$ cat src/hw/rtl/lcrm_pkg.sv
// shared types, constants and result codes of the latin / cjk run marker
package lcrm_pkg;

    // run limit per kind and derived counter width
    localparam int MAX_RUNS  = 128;
    localparam int CNT_W     = $clog2(MAX_RUNS + 1);

    // field widths
    localparam int CP_W      = 21;
    localparam int KIND_W    = 4;
    localparam int IDX_W     = 7;
    localparam int MODE_W    = 2;

    // most results one request can cause
    localparam int MAX_RES   = 5;
    localparam int RES_CNT_W = $clog2(MAX_RES + 1);
    localparam int RES_PTR_W = $clog2(MAX_RES);

    // depth of the queue between front and back (at least two)
    localparam int QUEUE_DEPTH = 2;

    // result kinds
    localparam logic [KIND_W-1:0] K_PASS      = 4'd0;
    localparam logic [KIND_W-1:0] K_LAT_MARK  = 4'd1;
    localparam logic [KIND_W-1:0] K_CJK_MARK  = 4'd2;
    localparam logic [KIND_W-1:0] K_LAT_CAP   = 4'd3;
    localparam logic [KIND_W-1:0] K_CJK_CAP   = 4'd4;
    localparam logic [KIND_W-1:0] K_LAT_CLOSE = 4'd5;
    localparam logic [KIND_W-1:0] K_CJK_CLOSE = 4'd6;
    localparam logic [KIND_W-1:0] K_DISCARD   = 4'd7;
    localparam logic [KIND_W-1:0] K_ABORT     = 4'd8;
    localparam logic [KIND_W-1:0] K_END       = 4'd9;

    // open run modes
    localparam logic [MODE_W-1:0] MODE_NONE = 2'd0;
    localparam logic [MODE_W-1:0] MODE_LAT  = 2'd1;
    localparam logic [MODE_W-1:0] MODE_CJK  = 2'd2;

    // ideograph ranges, upper bound of the third one is exclusive
    localparam logic [CP_W-1:0] CJK_A_LO = 21'h02E80;
    localparam logic [CP_W-1:0] CJK_A_HI = 21'h02EFF;
    localparam logic [CP_W-1:0] CJK_B_LO = 21'h03400;
    localparam logic [CP_W-1:0] CJK_B_HI = 21'h04DBF;
    localparam logic [CP_W-1:0] CJK_C_LO = 21'h04E00;
    localparam logic [CP_W-1:0] CJK_C_EX = 21'h09FBF;
    localparam logic [CP_W-1:0] CJK_D_LO = 21'h0F900;
    localparam logic [CP_W-1:0] CJK_D_HI = 21'h0FAFF;

    // one result without its codepoint
    typedef struct packed {
        logic [KIND_W-1:0] kind;
        logic [IDX_W-1:0]  idx;
    } res_t;

    // all results of one request
    typedef struct packed {
        logic [CP_W-1:0]       cp;
        logic [RES_CNT_W-1:0]  count;
        res_t [MAX_RES-1:0]    res;
    } job_t;

endpackage

$ cat src/hw/rtl/lcrm_front.sv
// front end: classifies each codepoint, tracks the open run and builds its result list
module lcrm_front (
    input  logic               clk,
    input  logic               rst_n,
    input  logic               item_valid,
    output logic               item_stall,
    input  logic [20:0]        codepoint,
    input  logic               decode_error,
    input  logic               last,
    input  logic               q_full,
    output logic               q_push,
    output lcrm_pkg::job_t     q_job
);
    import lcrm_pkg::*;

    typedef struct packed {
        logic             hit;
        res_t             res;
        logic [CNT_W-1:0] lc;
        logic [CNT_W-1:0] cc;
    } close_t;

    logic [MODE_W-1:0] mode_reg, mode_next;
    logic [CNT_W-1:0]  lat_cnt_reg, lat_cnt_next;
    logic [CNT_W-1:0]  cjk_cnt_reg, cjk_cnt_next;

    logic                 is_lat, is_cjk;
    logic [MODE_W-1:0]    want;
    logic [RES_CNT_W-1:0] n;
    close_t               cr;
    job_t                 job;

    // close of the open run, with counter update
    function automatic close_t close_run(input logic [MODE_W-1:0] mode,
                                         input logic [CNT_W-1:0] lc,
                                         input logic [CNT_W-1:0] cc);
        close_t r;
        r = '0;
        r.lc = lc;
        r.cc = cc;
        if (mode == MODE_LAT) begin
            r.hit = 1'b1;
            if (lc < CNT_W'(MAX_RUNS)) begin
                r.res = '{kind: K_LAT_CLOSE, idx: IDX_W'(lc)};
                r.lc  = lc + 1'b1;
            end
            else begin
                r.res = '{kind: K_DISCARD, idx: '0};
            end
        end
        else if (mode == MODE_CJK) begin
            r.hit = 1'b1;
            if (cc < CNT_W'(MAX_RUNS)) begin
                r.res = '{kind: K_CJK_CLOSE, idx: IDX_W'(cc)};
                r.cc  = cc + 1'b1;
            end
            else begin
                r.res = '{kind: K_DISCARD, idx: '0};
            end
        end
        return r;
    endfunction

    // character class
    assign is_lat = (codepoint >= 21'h41 && codepoint <= 21'h5A) ||
                    (codepoint >= 21'h61 && codepoint <= 21'h7A);
    assign is_cjk = (codepoint >= CJK_A_LO && codepoint <= CJK_A_HI) ||
                    (codepoint >= CJK_B_LO && codepoint <= CJK_B_HI) ||
                    (codepoint >= CJK_C_LO && codepoint <  CJK_C_EX) ||
                    (codepoint >= CJK_D_LO && codepoint <= CJK_D_HI);

    // result list and next run state
    always_comb
    begin
        job          = '0;
        job.cp       = codepoint;
        n            = '0;
        cr           = '0;
        want         = is_lat ? MODE_LAT : MODE_CJK;
        mode_next    = mode_reg;
        lat_cnt_next = lat_cnt_reg;
        cjk_cnt_next = cjk_cnt_reg;
        if (decode_error) begin
            job.res[0]   = '{kind: K_ABORT, idx: '0};
            n            = RES_CNT_W'(1);
            mode_next    = MODE_NONE;
            lat_cnt_next = '0;
            cjk_cnt_next = '0;
        end
        else begin
            if (is_lat || is_cjk) begin
                if (mode_next != want) begin
                    cr = close_run(mode_next, lat_cnt_next, cjk_cnt_next);
                    if (cr.hit) begin
                        job.res[n] = cr.res;
                        n = n + 1'b1;
                    end
                    lat_cnt_next = cr.lc;
                    cjk_cnt_next = cr.cc;
                    job.res[n] = '{kind: (is_lat ? K_LAT_MARK : K_CJK_MARK), idx: '0};
                    n = n + 1'b1;
                    mode_next = want;
                end
                job.res[n] = '{kind: (is_lat ? K_LAT_CAP : K_CJK_CAP), idx: '0};
                n = n + 1'b1;
            end
            else begin
                job.res[n] = '{kind: K_PASS, idx: '0};
                n = n + 1'b1;
                cr = close_run(mode_next, lat_cnt_next, cjk_cnt_next);
                if (cr.hit) begin
                    job.res[n] = cr.res;
                    n = n + 1'b1;
                end
                lat_cnt_next = cr.lc;
                cjk_cnt_next = cr.cc;
                mode_next    = MODE_NONE;
            end
            if (last) begin
                cr = close_run(mode_next, lat_cnt_next, cjk_cnt_next);
                if (cr.hit) begin
                    job.res[n] = cr.res;
                    n = n + 1'b1;
                end
                job.res[n] = '{kind: K_END, idx: '0};
                n = n + 1'b1;
                mode_next    = MODE_NONE;
                lat_cnt_next = '0;
                cjk_cnt_next = '0;
            end
        end
        job.count = n;
    end

    assign item_stall = q_full;
    assign q_push     = item_valid && !q_full;
    assign q_job      = job;

    // run state
    always_ff @(posedge clk or negedge rst_n)
    begin
        if (!rst_n) begin
            mode_reg    <= MODE_NONE;
            lat_cnt_reg <= '0;
            cjk_cnt_reg <= '0;
        end
        else if (q_push) begin
            mode_reg    <= mode_next;
            lat_cnt_reg <= lat_cnt_next;
            cjk_cnt_reg <= cjk_cnt_next;
        end
    end

endmodule

$ cat src/hw/rtl/lcrm_queue.sv
// short job queue between front and back end
module lcrm_queue (
    input  logic           clk,
    input  logic           rst_n,
    input  logic           push,
    input  lcrm_pkg::job_t push_job,
    output logic           full,
    input  logic           pop,
    output lcrm_pkg::job_t pop_job,
    output logic           not_empty
);
    import lcrm_pkg::*;

    localparam int PTR_W = $clog2(QUEUE_DEPTH);
    localparam int QCNT_W = $clog2(QUEUE_DEPTH + 1);

    job_t              mem_reg [QUEUE_DEPTH];
    logic [PTR_W-1:0]  wr_ptr_reg, rd_ptr_reg;
    logic [QCNT_W-1:0] count_reg;
    logic              do_push, do_pop;

    assign full      = (count_reg == QCNT_W'(QUEUE_DEPTH));
    assign not_empty = (count_reg != '0);
    assign do_push   = push && !full;
    assign do_pop    = pop && not_empty;
    assign pop_job   = mem_reg[rd_ptr_reg];

    // storage
    always_ff @(posedge clk)
    begin
        if (do_push) begin
            mem_reg[wr_ptr_reg] <= push_job;
        end
    end

    // pointers and fill count
    always_ff @(posedge clk or negedge rst_n)
    begin
        if (!rst_n) begin
            wr_ptr_reg <= '0;
            rd_ptr_reg <= '0;
            count_reg  <= '0;
        end
        else begin
            if (do_push) begin
                wr_ptr_reg <= (wr_ptr_reg == PTR_W'(QUEUE_DEPTH - 1)) ? '0
                                                                     : wr_ptr_reg + 1'b1;
            end
            if (do_pop) begin
                rd_ptr_reg <= (rd_ptr_reg == PTR_W'(QUEUE_DEPTH - 1)) ? '0
                                                                     : rd_ptr_reg + 1'b1;
            end
            if (do_push && !do_pop) begin
                count_reg <= count_reg + 1'b1;
            end
            else if (do_pop && !do_push) begin
                count_reg <= count_reg - 1'b1;
            end
        end
    end

endmodule

$ cat src/hw/rtl/lcrm_back.sv
// back end: holds one job and hands out its results one per cycle while result_stall is low
module lcrm_back (
    input  logic           clk,
    input  logic           rst_n,
    input  logic           q_not_empty,
    input  lcrm_pkg::job_t q_job,
    output logic           q_pop,
    output logic           result_valid,
    input  logic           result_stall,
    output logic [3:0]     kind,
    output logic [20:0]    char_out,
    output logic [6:0]     run_index,
    output logic           last_result
);
    import lcrm_pkg::*;

    job_t                 job_reg;
    logic [RES_PTR_W-1:0] ptr_reg, ptr_next;
    logic                 busy_reg, busy_next;
    logic                 done, at_end, load;
    res_t                 cur;

    assign cur          = job_reg.res[ptr_reg];
    assign result_valid = busy_reg;
    assign kind         = cur.kind;
    assign run_index    = cur.idx;
    assign at_end       = (ptr_reg == RES_PTR_W'(job_reg.count - 1'b1));
    assign last_result  = at_end;

    // codepoint only on pass and capture results
    always_comb
    begin
        case (cur.kind) inside
            K_PASS, K_LAT_CAP, K_CJK_CAP: char_out = job_reg.cp;
            default:                      char_out = '0;
        endcase
    end

    // sequencing
    assign done  = busy_reg && !result_stall;
    assign load  = !busy_reg || (done && at_end);
    assign q_pop = load && q_not_empty;

    always_comb
    begin
        busy_next = busy_reg;
        ptr_next  = ptr_reg;
        if (load) begin
            busy_next = q_not_empty;
            ptr_next  = '0;
        end
        else if (done) begin
            ptr_next = ptr_reg + 1'b1;
        end
    end

    always_ff @(posedge clk)
    begin
        if (q_pop) begin
            job_reg <= q_job;
        end
    end

    always_ff @(posedge clk or negedge rst_n)
    begin
        if (!rst_n) begin
            busy_reg <= 1'b0;
            ptr_reg  <= '0;
        end
        else begin
            busy_reg <= busy_next;
            ptr_reg  <= ptr_next;
        end
    end

endmodule

$ cat src/hw/rtl/latin_cjk_run_marker_unit.sv
// Latin / CJK run marker: classifies codepoints and marks runs of letters or ideographs.
//
// Input channel (item_valid / item_stall): one decoded codepoint per request with
// decode_error and last flags. A request is taken when item_valid is high and
// item_stall is low; item_stall rises only while the job queue is full.
// Output channel (result_valid / result_stall): kind, char_out, run_index and
// last_result; last_result marks the final result of one input request.
// Each input causes one to five results. The front end classifies a request in
// the cycle it is taken and queues its whole result list; the back end hands out
// one result per cycle while result_stall is low, and plain text flows at one
// codepoint per cycle when the output does not stall.
// The first result of a request is valid once the request has passed through the
// queue and been loaded into the back end's job register.
// Reset clears the run mode, both run counters, the queue and the back end; no
// result is pending afterwards. While result_stall is high the current result
// holds; the queue fills behind it and then item_stall is raised.
module latin_cjk_run_marker_unit (
    input  logic        clk,
    input  logic        rst_n,
    input  logic        item_valid,
    output logic        item_stall,
    input  logic [20:0] codepoint,
    input  logic        decode_error,
    input  logic        last,
    output logic        result_valid,
    input  logic        result_stall,
    output logic [3:0]  kind,
    output logic [20:0] char_out,
    output logic [6:0]  run_index,
    output logic        last_result
);
    import lcrm_pkg::*;

    logic q_full, q_push, q_pop, q_not_empty;
    job_t push_job, pop_job;

    // classify and build result lists
    lcrm_front u_front (
        .clk          (clk),
        .rst_n        (rst_n),
        .item_valid   (item_valid),
        .item_stall   (item_stall),
        .codepoint    (codepoint),
        .decode_error (decode_error),
        .last         (last),
        .q_full       (q_full),
        .q_push       (q_push),
        .q_job        (push_job)
    );

    // decoupling queue
    lcrm_queue u_queue (
        .clk       (clk),
        .rst_n     (rst_n),
        .push      (q_push),
        .push_job  (push_job),
        .full      (q_full),
        .pop       (q_pop),
        .pop_job   (pop_job),
        .not_empty (q_not_empty)
    );

    // result sequencing
    lcrm_back u_back (
        .clk          (clk),
        .rst_n        (rst_n),
        .q_not_empty  (q_not_empty),
        .q_job        (pop_job),
        .q_pop        (q_pop),
        .result_valid (result_valid),
        .result_stall (result_stall),
        .kind         (kind),
        .char_out     (char_out),
        .run_index    (run_index),
        .last_result  (last_result)
    );

    // abort and end always close out the request
    a_term_last: assert property (@(posedge clk) disable iff (!rst_n)
        result_valid && (kind == K_ABORT || kind == K_END) |-> last_result)
        else $error("abort or end result not marked last");

    // a marker is always followed by its capture
    a_mark_not_last: assert property (@(posedge clk) disable iff (!rst_n)
        result_valid && (kind == K_LAT_MARK || kind == K_CJK_MARK) |-> !last_result)
        else $error("marker result marked last");

    // codepoint only travels with pass and capture results
    a_char_zero: assert property (@(posedge clk) disable iff (!rst_n)
        result_valid && kind != K_PASS && kind != K_LAT_CAP && kind != K_CJK_CAP
        |-> char_out == '0)
        else $error("char_out set on a result without a codepoint");

endmodule

$ cat config.mk
export PLATFORM = sky130hd
export DESIGN_NAME = latin_cjk_run_marker_unit
export DESIGN_NICKNAME = d
export VERILOG_FILES = /design/src/hw/rtl/lcrm_pkg.sv /design/src/hw/rtl/lcrm_front.sv /design/src/hw/rtl/lcrm_queue.sv /design/src/hw/rtl/lcrm_back.sv /design/src/hw/rtl/latin_cjk_run_marker_unit.sv
export SDC_FILE = /design/constraint.sdc
export NUM_CORES = 1
export LEC_CHECK = 0
export ABC_CLOCK_PERIOD_IN_PS = 13000
export BUFFER_PORTS_ARGS = -buffer_cell sky130_fd_sc_hd__buf_2
export CAP_MARGIN = 0
export CORE_ASPECT_RATIO = 0.75
export CORE_MARGIN = 2
export CORE_UTILIZATION = 45
export DETAILED_ROUTE_END_ITERATION = 10
export PLACE_DENSITY_LB_ADDON = 0.1
export SLEW_MARGIN = 10
export SYNTH_ARGS = -nofsm -noshare
export SYNTH_HDL_FRONTEND = slang
export SYNTH_HIERARCHICAL = 1
export SYNTH_SLANG_ARGS = --single-unit
$ cat constraint.sdc
create_clock -name clk -period 13 [get_ports clk]
set_input_delay 0.65 -clock clk [delete_from_list [all_inputs] [get_ports clk]]
set_output_delay 0.65 -clock clk [all_outputs]
set_load 0.02 [all_outputs]
# Word-level counts from Yosys, hierarchy flattened
# Memory sizes are Yosys's and may differ from the RTL's. A register that Yosys moved wholly into a read port is not among the register bits.
# Cells that the tools add are included.
# op_classes
addsub,12
magnitude_cmp,25
n_eq_ne,9
n_mux,93
bitwise,3
reduce_logical,34
# op_table
op,count
$mux W55,7
$bwmux W55,3
$mux W8,17
$demux W11 S3,4
$mux W12,11
$mux W11,11
$mux W33,2
$mux W3,16
$and A45 B45 Y45,1
$not A45 Y45,1
$mux W22,2
$mux W44,1
$ge A21 B14 Y1 const B,2
$ge A21 B7 Y1 const B,2
$le A21 B7 Y1 const B,2
$bmux W11 S3,1
$lt A8 B8 Y1 const B,4
$ge A21 B15 Y1 const B,1
$ge A21 B16 Y1 const B,1
$le A21 B14 Y1 const B,1
$le A21 B15 Y1 const B,1
$le A21 B16 Y1 const B,1
$lt A21 B16 Y1 const B,1
$mux W21,1
other kinds (24),82
# totals
reg_bits,26
mem_bits_rw,158
input_bits,27
output_inout_bits,35
word_cells,185
memories,1
# mem_list
name,words,word_bits,read_ports,rd_ports_with_merged_regs,write_ports,line,source
u_queue.mem_reg,2,79,1,1,1,lcrm_queue.sv:17,job_t mem_reg [QUEUE_DEPTH];

# Depth between registers and ports, before layout
# Gate-level depths: netlist of run 1.
# logic_depth
depth_word,31
mapped_depth,15
ltp_nobuf,14

# Modules after synthesis
# Netlist of run 1, hierarchy kept.
# by_module_without_submodules
mod,n_inst,cells_per_inst,area_each_um2,seq_area_each_um2
lcrm_queue,1,265,6302.3,4844.6
lcrm_back,1,228,3417.0,2472.4
lcrm_front,1,493,3360.7,450.4

# Worst setup path after synthesis of run 1
# Ideal clock, no wire load.
# synth_timing
kind,input to register
start,input port item_valid
end,memory u_queue/mem_reg[0][0] (netlist bit) (enable)
setup_ns,0.517
arrival_time_ns,4.412
required_ns,12.483
setup_slack_ns,8.071
cell_stages,5
path_buffers,1
path_cell_list,nand2b_1 -> clkbuf_1 -> clkinv_1 -> nand2_1 -> nor2_1
# synth_via
elab_chain_cells,4
# synth_rtl
item,line,source
"start, declared",latin_cjk_run_marker_unit.sv:20,"input logic item_valid,"
$logic_and A1 B1 Y1,lcrm_front.sv:136,assign q_push = item_valid && !q_full;
named net q_push,latin_cjk_run_marker_unit.sv:34,"logic q_full, q_push, q_pop, q_not_empty;"
$logic_and A1 B1 Y1,lcrm_queue.sv:24,assign do_push = push && !full;
$mux W1,lcrm_queue.sv:31,if (do_push) begin
$mux W1 (implied by the code),lcrm_queue.sv:32,mem_reg[wr_ptr_reg] <= push_job;
"end, declared",lcrm_queue.sv:17,
# The timed path passes the listed nets, and every way through them passes these cells.

==> summary.txt, run 1 <==
Floorplanning
  – Core box area: about 29000 sq um
  – # IOs: between 60 and 70
  – Die width: 201 um
  – # rows: 54
  – Initial Util: between 40% and 50%
  – Die ar.: around 30000 sq um
  – Die Height: approximately 150 um

Critical path
  – Kind of critical path: in2reg
  – FF-to-FF path depth: 13
  – Critical path arrival: 4510 ps
  – CP Max Fanout: 9
  – CP Capture Type: flip-flop
  – CP Launch Type: primary input
  – Crit path required time: 13290 ps

Global routing
  – Vias in the first global route: approximately 7400
  – GRT overflow: 0
  – First-pass GRT wire length: around 45000 um
  – Initial antenna violation count: 0
  – Total track usage: a little under a fifth
  – Largest net degree at the start of global routing: 50

Clocking
  – Hold buffer count at CTS: 0
  – Clk root buf: clkbuf_16
  – TritonCTS Buffers: 27
  – Clock Pin Slew Worst Setup and Hold Paths: around 60 ps
  – Worst skew pair latency: roughly 550 ps
  – CTS tree: done
  – Clk buf depth: 3
  – Clock Sinks: 263
  – Total setup buffers inserted after CTS: 0
  – CTS H-tree lvls: 1
  – CTS resizes: 0

Timing
  – Hold Violations, Final: 0
  – Min Clock Period, post-route: roughly 4200 ps
  – Slew headroom: slightly above 30%
  – RSZ-0062 raised after global routing: no
  – Final Max Slew Viols: 0
  – Post-route setup TNS: 0 ps
  – Tcrit/Tclk final: 32.5%
  – Setup-failing EPs final: 0
  – Setup WS post-layout: between 8000 and 9000 ps
  – Worst Clk Skew: ~14 ps
  – Max Clock Freq: between 200 and 250 MHz
  – Actual transition at the worst max-transition pin: between 1000 and 1500 ps

Synth
  – Number of synthesized flops with an enable pin: around 240
  – Post-Synthesis Cells: approximately 990
  – Main synth FF type: edfxtp_1
  – Synth Warn #: 6
  – Post-Syn Area: 13100 sq um
  – FFs w/ async S/R, synth: 9.89%
  – Number of distinct library cells after synthesis: 85
  – Avg Inst Size Synth: roughly 13 sq um
  – Register area share after synthesis: between 50 and 60%
  – FF+latch count, synth: roughly 260

Placed design
  – Minimum setup slack after placement: 8240 ps
  – DP HPWL: 19500 um
  – PortBufs: 61
  – Final GP Congestion: slightly above 0.9

Hold path
  – Hold Crit Class: in2async

Layout
  – Layout cell share with drive strength beyond 1: a little under a quarter
  – Sequential cell area: 7770 sq um
  – Commonest non-fill, non-tap cell in the layout: edfxtp_1
  – Final nets: 1055
  – Diode count: 0
  – Most frequent cells in the layout: edfxtp_1 (237), nand2_1 (90), mux2_4 (80)
  – Fillers: between 2000 and 3000
  – Largest register FFs: 158
  – P&R area growth vs syn: 8.59%
  – Footprint of the multi-input gates: 4650 sq um

Route
  – WL final: 28900 um
  – Post-DR vias/cell: 5.49
  – Remaining antenna violation count: 0
  – WL per Instance: slightly above 20 um
  – Starting DRT DRC Count: between 800 and 900
  – Number of remaining DRC errors: 0
  – Routed vias: 7816
  – First-pass DRT Iterations: 5

Run status
  – Status: complete, no violations

Pwr
  – Worst IR Drop VDD: approximately 0.14 mV
  – Leak: 5.24 nW
  – Pwr Density: 206 nW/um^2
  – Tot Pwr: 2.93 mW

Flow run
  – Maxcap violations: 0
[per-layer routing]
layer	vias up	track usage, %	part of all wire (%)
met5	-	0	0
met4	0	4.15	1.8
met3	35	3.04	5.0
met2	216	27.4	42
met1	3849	30.0	51
li1	3716	-	-
[where the power goes]
group	total (mW)	internal (mW)	switching, mW
combinational	0.915	0.376	0.539
sequential	1.28	1.19	0.0930
clock	0.734	0.418	0.316
[synthesized netlist by cell type (all sizes together) (3+ instances only)]
master    n  share of area (%)
o311ai    3               0.20
xnor2     8               0.54
nand4    12               0.57
clkbuf   24               0.69
mux2     84                9.5
a211oi    6               0.42
inv      22               0.63
nor4     10               0.57
or2       8               0.40
buf      58                4.1
a21oi    36                1.4
o211ai    5               0.29
and2     10               0.48
o21ai    41                1.6
o31ai     8               0.46
nand3b    6               0.34
or3       6               0.29
and4      3               0.20
a22o      6               0.47
nor3     12               0.50
nand2    92                2.7
o221a     3               0.26
a22oi     7               0.40
a31oi     4               0.19
nand2b   14               0.73
nand3    15               0.57
nor2     84                2.9
and3      9               0.43
ha       16                1.5
nor2b    11               0.58
mux2i    24                1.8
a21boi    5               0.29
dfrtp    26                5.0
edfxtp  237                 54
nor4bb    3               0.23
o21a      3               0.17
o22ai    19               0.91
xor2      5               0.33
o221ai    3               0.20
a21o      8               0.46
[stage by stage]
stage          hold WS (ps)  cells  cell area (sq um)  utilization (%)
6_report                146   1423              14200             49.2
5_1_grt                 189   1423              14200             49.2
4_1_cts                 149   1423              14200             49.2
3_5_place_dp            490   1375              13400             46.4
3_3_place_gp            477   1375              13400             46.4
2_1_floorplan           354    994              13100                -
[worst max-delay path: stages]
cell      delay, ps
buf_2           160
nor4_2          550
o211ai_1        260
or4_1           730
a22o_4          340
or2_4           270
ha_1            300
nand2b_1        100
nor2_1          260
nand2_1         150
o21ai_0         190
o21ai_0         200
and2_1          230
o221a_2         130
[area by class of cell]
class	count	share of cell area, %
Clock buffer	31	4.86
Clock inverter	17	0.934
Inverter	23	0.608
Multi-Input combinational cell	626	32.8
Sequential cell	263	54.7
Tap cell	392	3.45
Timing Repair Buffer	71	2.68
[path summary, 6_finish.rpt]
kind | start | endpoint | slack, ps
min in group clk | codepoint[4] | u_queue/mem_reg[1][62] | 320
worst min-delay path | rst_n | u_front/cjk_cnt_reg[6] | 150
worst max-delay path | codepoint[16] | u_queue/mem_reg[1][16] | 8780
worst max register to register | u_front/mode_reg[1] | u_queue/mem_reg[1][16] | 9150
max in group asynchronous | rst_n | u_queue/rd_ptr_reg | 12340
worst min register to register | u_queue/count_reg[1] | u_queue/count_reg[1] | 500
[logic make-up (layout without fill, tap and decap cells)]
family                     after synthesis  count (layout)  synth area share [%]
and+or+nand+nor                        302             302                  12.0
buffers and inverters                  105             142                  5.42
adders and majority gates               16              16                  1.53
other                                    1               9                0.0287
muxes                                  108             108                  11.4
AOI/OAI and AO/OA                      178             178                  9.37
DFF                                    263             263                  59.4
xor gates and xnor gates                13              13                 0.870
Note: power is estimated with default switching activity, not from simulation.
==> run 2, diff against run 1 <==
--- a/config.mk
+++ b/config.mk
@@ -5,7 +5,7 @@
 export SDC_FILE = /design/constraint.sdc
 export NUM_CORES = 1
 export LEC_CHECK = 0
-export ABC_CLOCK_PERIOD_IN_PS = 13000
+export ABC_CLOCK_PERIOD_IN_PS = 3800
 export BUFFER_PORTS_ARGS = -buffer_cell sky130_fd_sc_hd__buf_2
 export CAP_MARGIN = 0
 export CORE_ASPECT_RATIO = 0.75
==> constraint.sdc (replaced) <==
create_clock -name clk -period 3.8 [get_ports clk]
set_input_delay 0.19 -clock clk [delete_from_list [all_inputs] [get_ports clk]]
set_output_delay 0.19 -clock clk [all_outputs]
set_load 0.02 [all_outputs]
==> summary.txt, run 2 (synthesis results as in run 1) <==
Clocking
  – CTS H-tree lvls: 1
  – Clock Sinks: 263
  – Clock Pin Slew Worst Setup and Hold Paths: about 60 ps
  – Clk root buf: clkbuf_16
  – CTS tree: done
  – TritonCTS Buffers: 27
  – Worst skew pair latency: roughly 540 ps
  – Clk buf depth: 3

Critical path
  – CP Launch Type: primary input
  – Crit path required time: 4090 ps
  – CP Capture Type: flip-flop
  – Kind of critical path: in2reg
  – Critical path arrival: roughly 3900 ps
  – Critical path startpoint: codepoint[19]
  – CP Max Fanout: 6
  – RR Startpoint: u_front/mode_reg[1]

Timing
  – Min Clock Period, post-route: between 3000 and 4000 ps
  – Hold Violations, Final: 0
  – Final hold slack: 29.0 ps
  – Max Clock Freq: roughly 280 MHz
  – Final Max Slew Viols: 0
  – Setup-failing EPs final: 0
  – Setup WS post-layout: between 150 and 200 ps
  – Actual transition at the worst max-transition pin: around 1100 ps
  – Worst Clk Skew: roughly 11 ps
  – Tcrit/Tclk final: approximately 95%
  – Slew headroom: around a quarter

Route
  – Number of remaining DRC errors: 0
  – First-pass DRT Iterations: 5
  – Routed vias: 7986
  – Remaining antenna violation count: 0
  – Starting DRT DRC Count: about 560
  – WL final: 29600 um
  – WL per Instance: roughly 20 um
  – Post-DR vias/cell: ~5.4

Hold path
  – Worst Min Path Start: codepoint[12]
  – Hold Crit Class: in2reg

Placed design
  – PortBufs: 61
  – Dpl cell area: 13700 sq um
  – Placed cell count: between 1000 and 1500
  – Minimum setup slack after placement: -20.3 ps
  – Final GP Congestion: 0.920
  – DP HPWL: just over 20000 um

Layout
  – Final Core Density: approximately half
  – Largest register FFs: around 160
  – Final nets: about 1100
  – Layout cell share with drive strength beyond 1: 25.7%
  – Post-route insts no fill: between 1000 and 1500
  – Most frequent cells in the layout: edfxtp_1 (237), nand2_1 (90), mux2_4 (80)
  – Commonest non-fill, non-tap cell in the layout: edfxtp_1
  – Sequential cell area: slightly below 8000 sq um
  – Footprint of the multi-input gates: between 4000 and 5000 sq um
  – Fillers: about 2500
  – Design area: approximately 15000 sq um
  – P&R area growth vs syn: 12.6%

Global routing
  – Total track usage: 19.5%
  – Initial antenna violation count: 0
  – Vias in the first global route: roughly 7800
  – Largest net degree at the start of global routing: 59
  – First-pass GRT wire length: 45800 um
  – GRT overflow: 0

Floorplanning
  – Die width: 201 um
  – # IOs: between 60 and 70
  – # rows: between 50 and 60
  – Core box area: 28900 sq um
  – Die Height: approximately 150 um
  – Die ar.: between 30000 and 40000 sq um
  – Initial Util: a little under half

Pwr
  – Worst IR Drop VDD: 0.330 mV
  – Pwr Density: 682 nW/um^2
  – Leak: 5.50 nW

Run status
  – Status: complete, no violations

Flow run
  – Maxcap violations: 0
run 2: cell count changes in the layout (fill, tap and decap cells not counted), moves of 2 or more:
cell / before / now
clkbuf_1: 4 / 11
clkinv_1: 9 / 6
o21ai_0: 39 / 37
buf_12: 0 / 3
buf_4: 10 / 40
dlygate4sd3_1: 0 / 22
run 2: final timing paths:
| check | depth (start not counted) | slack, ps | endpoint |
|---|---|---|---|
| setup / recovery | 15 | 180 | u_queue/mem_reg[0][5] |
| hold / removal | 1 | 30 | u_queue/mem_reg[1][70] |
| max in group asynchronous | 2 | 3060 | u_queue/rd_ptr_reg |
| setup reg to reg | 12 | 390 | u_queue/mem_reg[0][5] |
| min in group asynchronous | 2 | 210 | u_back/ptr_reg[2] |
| hold reg to reg | 1 | 490 | u_queue/count_reg[1] |
run 2: metrics by stage:
| stage | total power [mW] | setup TNS, ps |
|---|---|---|
| 5_1_grt | 10.6 | -13.1 |
| 3_5_place_dp | 7.72 | -103 |
| 4_1_cts | 10.2 | 0 |
| 2_1_floorplan | 6.98 | 0 |
| 3_3_place_gp | 7.69 | 0 |
| 6_report | 10.0 | 0 |
run 2: power breakdown:
group          total [mW]  switching [mW]  internal [mW]
clock                2.44            1.05           1.39
combinational        3.22            1.86           1.36
sequential           4.39           0.333           4.05
total                10.0            3.24           6.80
run 2: what timing repair did:
item | in CTS | in global routing
resized for setup | 0 | 8
setup endpoints to repair | 0 | 32
hold buffers | 22 | 0
endpoints found under the hold margin | 69 | 0
setup buffers | 0 | 0
run 2: final cells by class:
cell class,instances,share of cell area (%)
sequential,263,52.8
tap,392,3.33
clock buffer,38,4.87
multi-input combinational,626,31.7
inverter,23,0.586
clock inverter,12,0.654
timing repair buffer,126,6.02
antenna,1,0.0170
run 2: routing by layer:
layer	share of wire, %	global-route usage (%)
met3	5.0	2.78
met5	0	0
met4	1.5	3.85
met1	51	30.0
met2	43	29.3
run 2: worst max-delay path, stage by stage:
cell and delay (ps):
dlygate4sd3_1 530, buf_2 140, nor4_2 290, buf_4 200, o211ai_1 130, or4_1 540, a22o_4 270, or2_4 270
ha_1 310, nand2b_1 140, nor2_4 140, nor2_1 60, a21oi_2 290, nor2_1 130, a22o_1 280
==> run 3, diff against run 2 <==
--- a/config.mk
+++ b/config.mk
@@ -5,6 +5,7 @@
 export SDC_FILE = /design/constraint.sdc
 export NUM_CORES = 1
 export LEC_CHECK = 0
+export ABC_AREA = 1
 export ABC_CLOCK_PERIOD_IN_PS = 3800
 export BUFFER_PORTS_ARGS = -buffer_cell sky130_fd_sc_hd__buf_2
 export CAP_MARGIN = 0
==> summary.txt, run 3 <==
Run status
  – Status: complete, no violations

Placed design
  – Dpl cell area: between 10000 and 15000 sq um
  – Placed cell count: roughly 1800
  – Final GP Congestion: between 0.8 and 0.9
  – DP HPWL: ~21000 um
  – PortBufs: a little over 60

Flow run
  – Maxcap violations: 0

Synth
  – Post-Synthesis Cells: 1388
  – Top post-synthesis cells by area: edfxtp_1 (54%), nand2_1 (14%), dfrtp_1 (5.0%), inv_1 (3.8%), nand3_1 (3.8%)
  – Top-count cell post-synth: nand2_1
  – FFs w/ async S/R, synth: under 10%
  – Leading area contributor after synthesis: edfxtp_1
  – FF+latch count, synth: ~260
  – Register area share after synthesis: between 50% and 60%
  – Synth Warn #: 6
  – Main synth FF type: edfxtp_1
  – Number of distinct library cells after synthesis: between 40 and 50
  – Number of synthesized flops with an enable pin: 237
  – Post-synth top cells: nand2_1 (490), edfxtp_1 (237), inv_1 (132), nand3_1 (99), nor2_1 (97)
  – Avg Inst Size Synth: 9.46 sq um
  – Post-Syn Area: about 13000 sq um
  – Yosys top cell area share: between 50% and 60%

Timing
  – Final hold slack: approximately 31 ps
  – Min Clock Period, post-route: roughly 3400 ps
  – Worst Clk Skew: ~15 ps
  – RSZ-0062 raised after global routing: no
  – Slew headroom: a little over a third
  – Setup-failing EPs final: 0
  – Tcrit/Tclk final: 90.8%
  – Max Clock Freq: around 290 MHz
  – Actual transition at the worst max-transition pin: 957 ps
  – Post-route setup TNS: 0 ps
  – Final Max Slew Viols: 0
  – Hold Violations, Final: 0

Layout
  – Diode count: 0
  – Layout cell share with drive strength beyond 1: 12.9%
  – Largest register FFs: around 160
  – Final nets: 1493
  – Fillers: 2750
  – Commonest non-fill, non-tap cell in the layout: nand2_1
  – P&R area growth vs syn: 11.3%
  – Most frequent cells in the layout: nand2_1 (489), edfxtp_1 (237), inv_1 (131)
  – Design area: about 15000 sq um
  – Post-route insts no fill: ~1900

Clocking
  – Clock Pin Slew Worst Setup and Hold Paths: 60 ps
  – TritonCTS Buffers: 28
  – Clk root buf: clkbuf_16
  – Total setup buffers inserted after CTS: 0
  – Clk buf depth: 3
  – CTS H-tree lvls: 1
  – Worst skew pair latency: 550 ps
  – CTS tree: done
  – Clock Sinks: approximately 260

Route
  – Routed vias: 9421
  – Post-DR vias/cell: approximately 5
  – Remaining antenna violation count: 0
  – First-pass DRT Iterations: 5
  – Starting DRT DRC Count: between 600 and 700
  – WL final: between 30000 and 40000 um
  – WL per Instance: around 17 um
  – Number of remaining DRC errors: 0

Critical path
  – Crit path buf inv count: 4
  – CP Cell Sequence: dlygate4sd3_1 -> buf_2 -> nor2_1 -> nand2_2 -> nor2_1 -> nand3_1 -> nand2_2 -> nand2_1 -> nor2_2 -> nand2_2 -> inv_2 -> nand2_2 -> nand2_1 -> inv_1 -> ha_1 -> or2_2 -> nand2_2 -> nand3_1 -> nand3_2 -> nor2_1
  – Crit path required time: between 4000 and 5000 ps
  – Most used cell, CP: nand2_2
  – CP Launch Type: primary input
  – Kind of critical path: in2reg
  – Crit-path max cell delay: between 500 and 600 ps
  – CP Max Fanout: 8
  – CP Capture Type: flip-flop
  – Critical path arrival: approximately 3700 ps
  – Delay-heaviest family, CP: simple AND/OR/NAND/NOR gates
  – CP max-delay cell: dlygate4sd3_1

Floorplanning
  – Die ar.: between 30000 and 40000 sq um
  – Core box area: slightly below 30000 sq um
  – Initial Util: between 40% and 50%
  – Die width: just over 200 um
  – Die Height: 152 um
  – # IOs: 62
  – # rows: 54

Global routing
  – Vias in the first global route: slightly above 9000
  – Total track usage: about a fifth
  – Initial antenna violation count: 0
  – Largest net degree at the start of global routing: a little over 80
  – First-pass GRT wire length: a little over 50000 um
  – GRT overflow: 0

Pwr
  – Leak: about 6 nW
  – Worst IR Drop VDD: between 0.3 and 0.4 mV
  – Tot Pwr: 9.54 mW
  – Pwr Density: 653 nW/um^2

Hold path
  – Hold Crit Class: in2reg
-- run 3: cell count changes after synthesis, moves of 24 or more --
cell | previous run | this run
mux2i_1 | 24 | 0
nand3_1 | 15 | 99
inv_1 | 21 | 132
nor2_1 | 62 | 97
nand2_1 | 90 | 490
mux2_4 | 80 | 0
-- run 3: final cells by class --
class,count,area [sq um],area share [%]
sequential,263,7770,53.2
multi-input combinational,912,4280,29.3
clock buffer,37,734,5.02
timing repair buffer,98,676,4.62
inverter,147,563,3.85
tap,392,490,3.36
clock inverter,11,101,0.693
-- run 3: layer usage --
layer  up-vias  wire length, um  track usage, %  part of all wire (%)
met5         -                0               0                     0
met4         0              525            4.45                   1.7
met3        34             1800            2.42                   5.7
met2       248            13400            31.5                    42
met1      4473            16000            33.3                    50
li1       4666                -               -                     -
-- run 3: logic make-up (layout without fill, tap and decap cells) --
group           count (synthesis)  in the layout  synth area share (%)
buf+inv                       221            293                  8.66
simple gates                  779            779                  25.8
fa+ha+maj                      16             16                  1.52
compound gates                102            102                  4.43
xor+xnor                        6              6                 0.400
flops                         263            263                  59.1
other cells                     1              9                0.0285
-- run 3: power breakdown --
group / switching (mW) / internal [mW]
Combinational: 2.07 / 0.750
Sequential: 0.236 / 3.96
Clock: 1.09 / 1.42
Total: 3.40 / 6.14
-- run 3: path summary, 6_finish.rpt --
check,startpoint,slack [ps],cells after the start,to
max in group asynchronous,rst_n,3050,2,u_queue/rd_ptr_reg
setup / recovery,codepoint[19],350,20,u_queue/mem_reg[1][27]
min in group asynchronous,rst_n,240,2,u_front/cjk_cnt_reg[7]
hold / removal,codepoint[15],30,1,u_queue/mem_reg[1][73]
setup reg to reg,u_front/mode_reg[0],630,11,u_queue/mem_reg[1][27]
hold reg to reg,u_queue/count_reg[1],470,2,u_queue/count_reg[1]
-- run 3: what timing repair did --
item | in CTS | in global routing
resized for setup | 0 | 2
hold endpoints to repair | 70 | 0
hold buffers | 22 | 0
setup endpoints to repair | 0 | 53
-- run 3: metrics by stage --
step / setup WS [ps] / utilization [%]
2_1_floorplan: 74.6 / -
3_3_place_gp: 273 / 46.9
3_5_place_dp: 257 / 46.9
4_1_cts: 277 / 50.5
5_1_grt: 24.4 / 50.5
6_report: 350 / 50.5
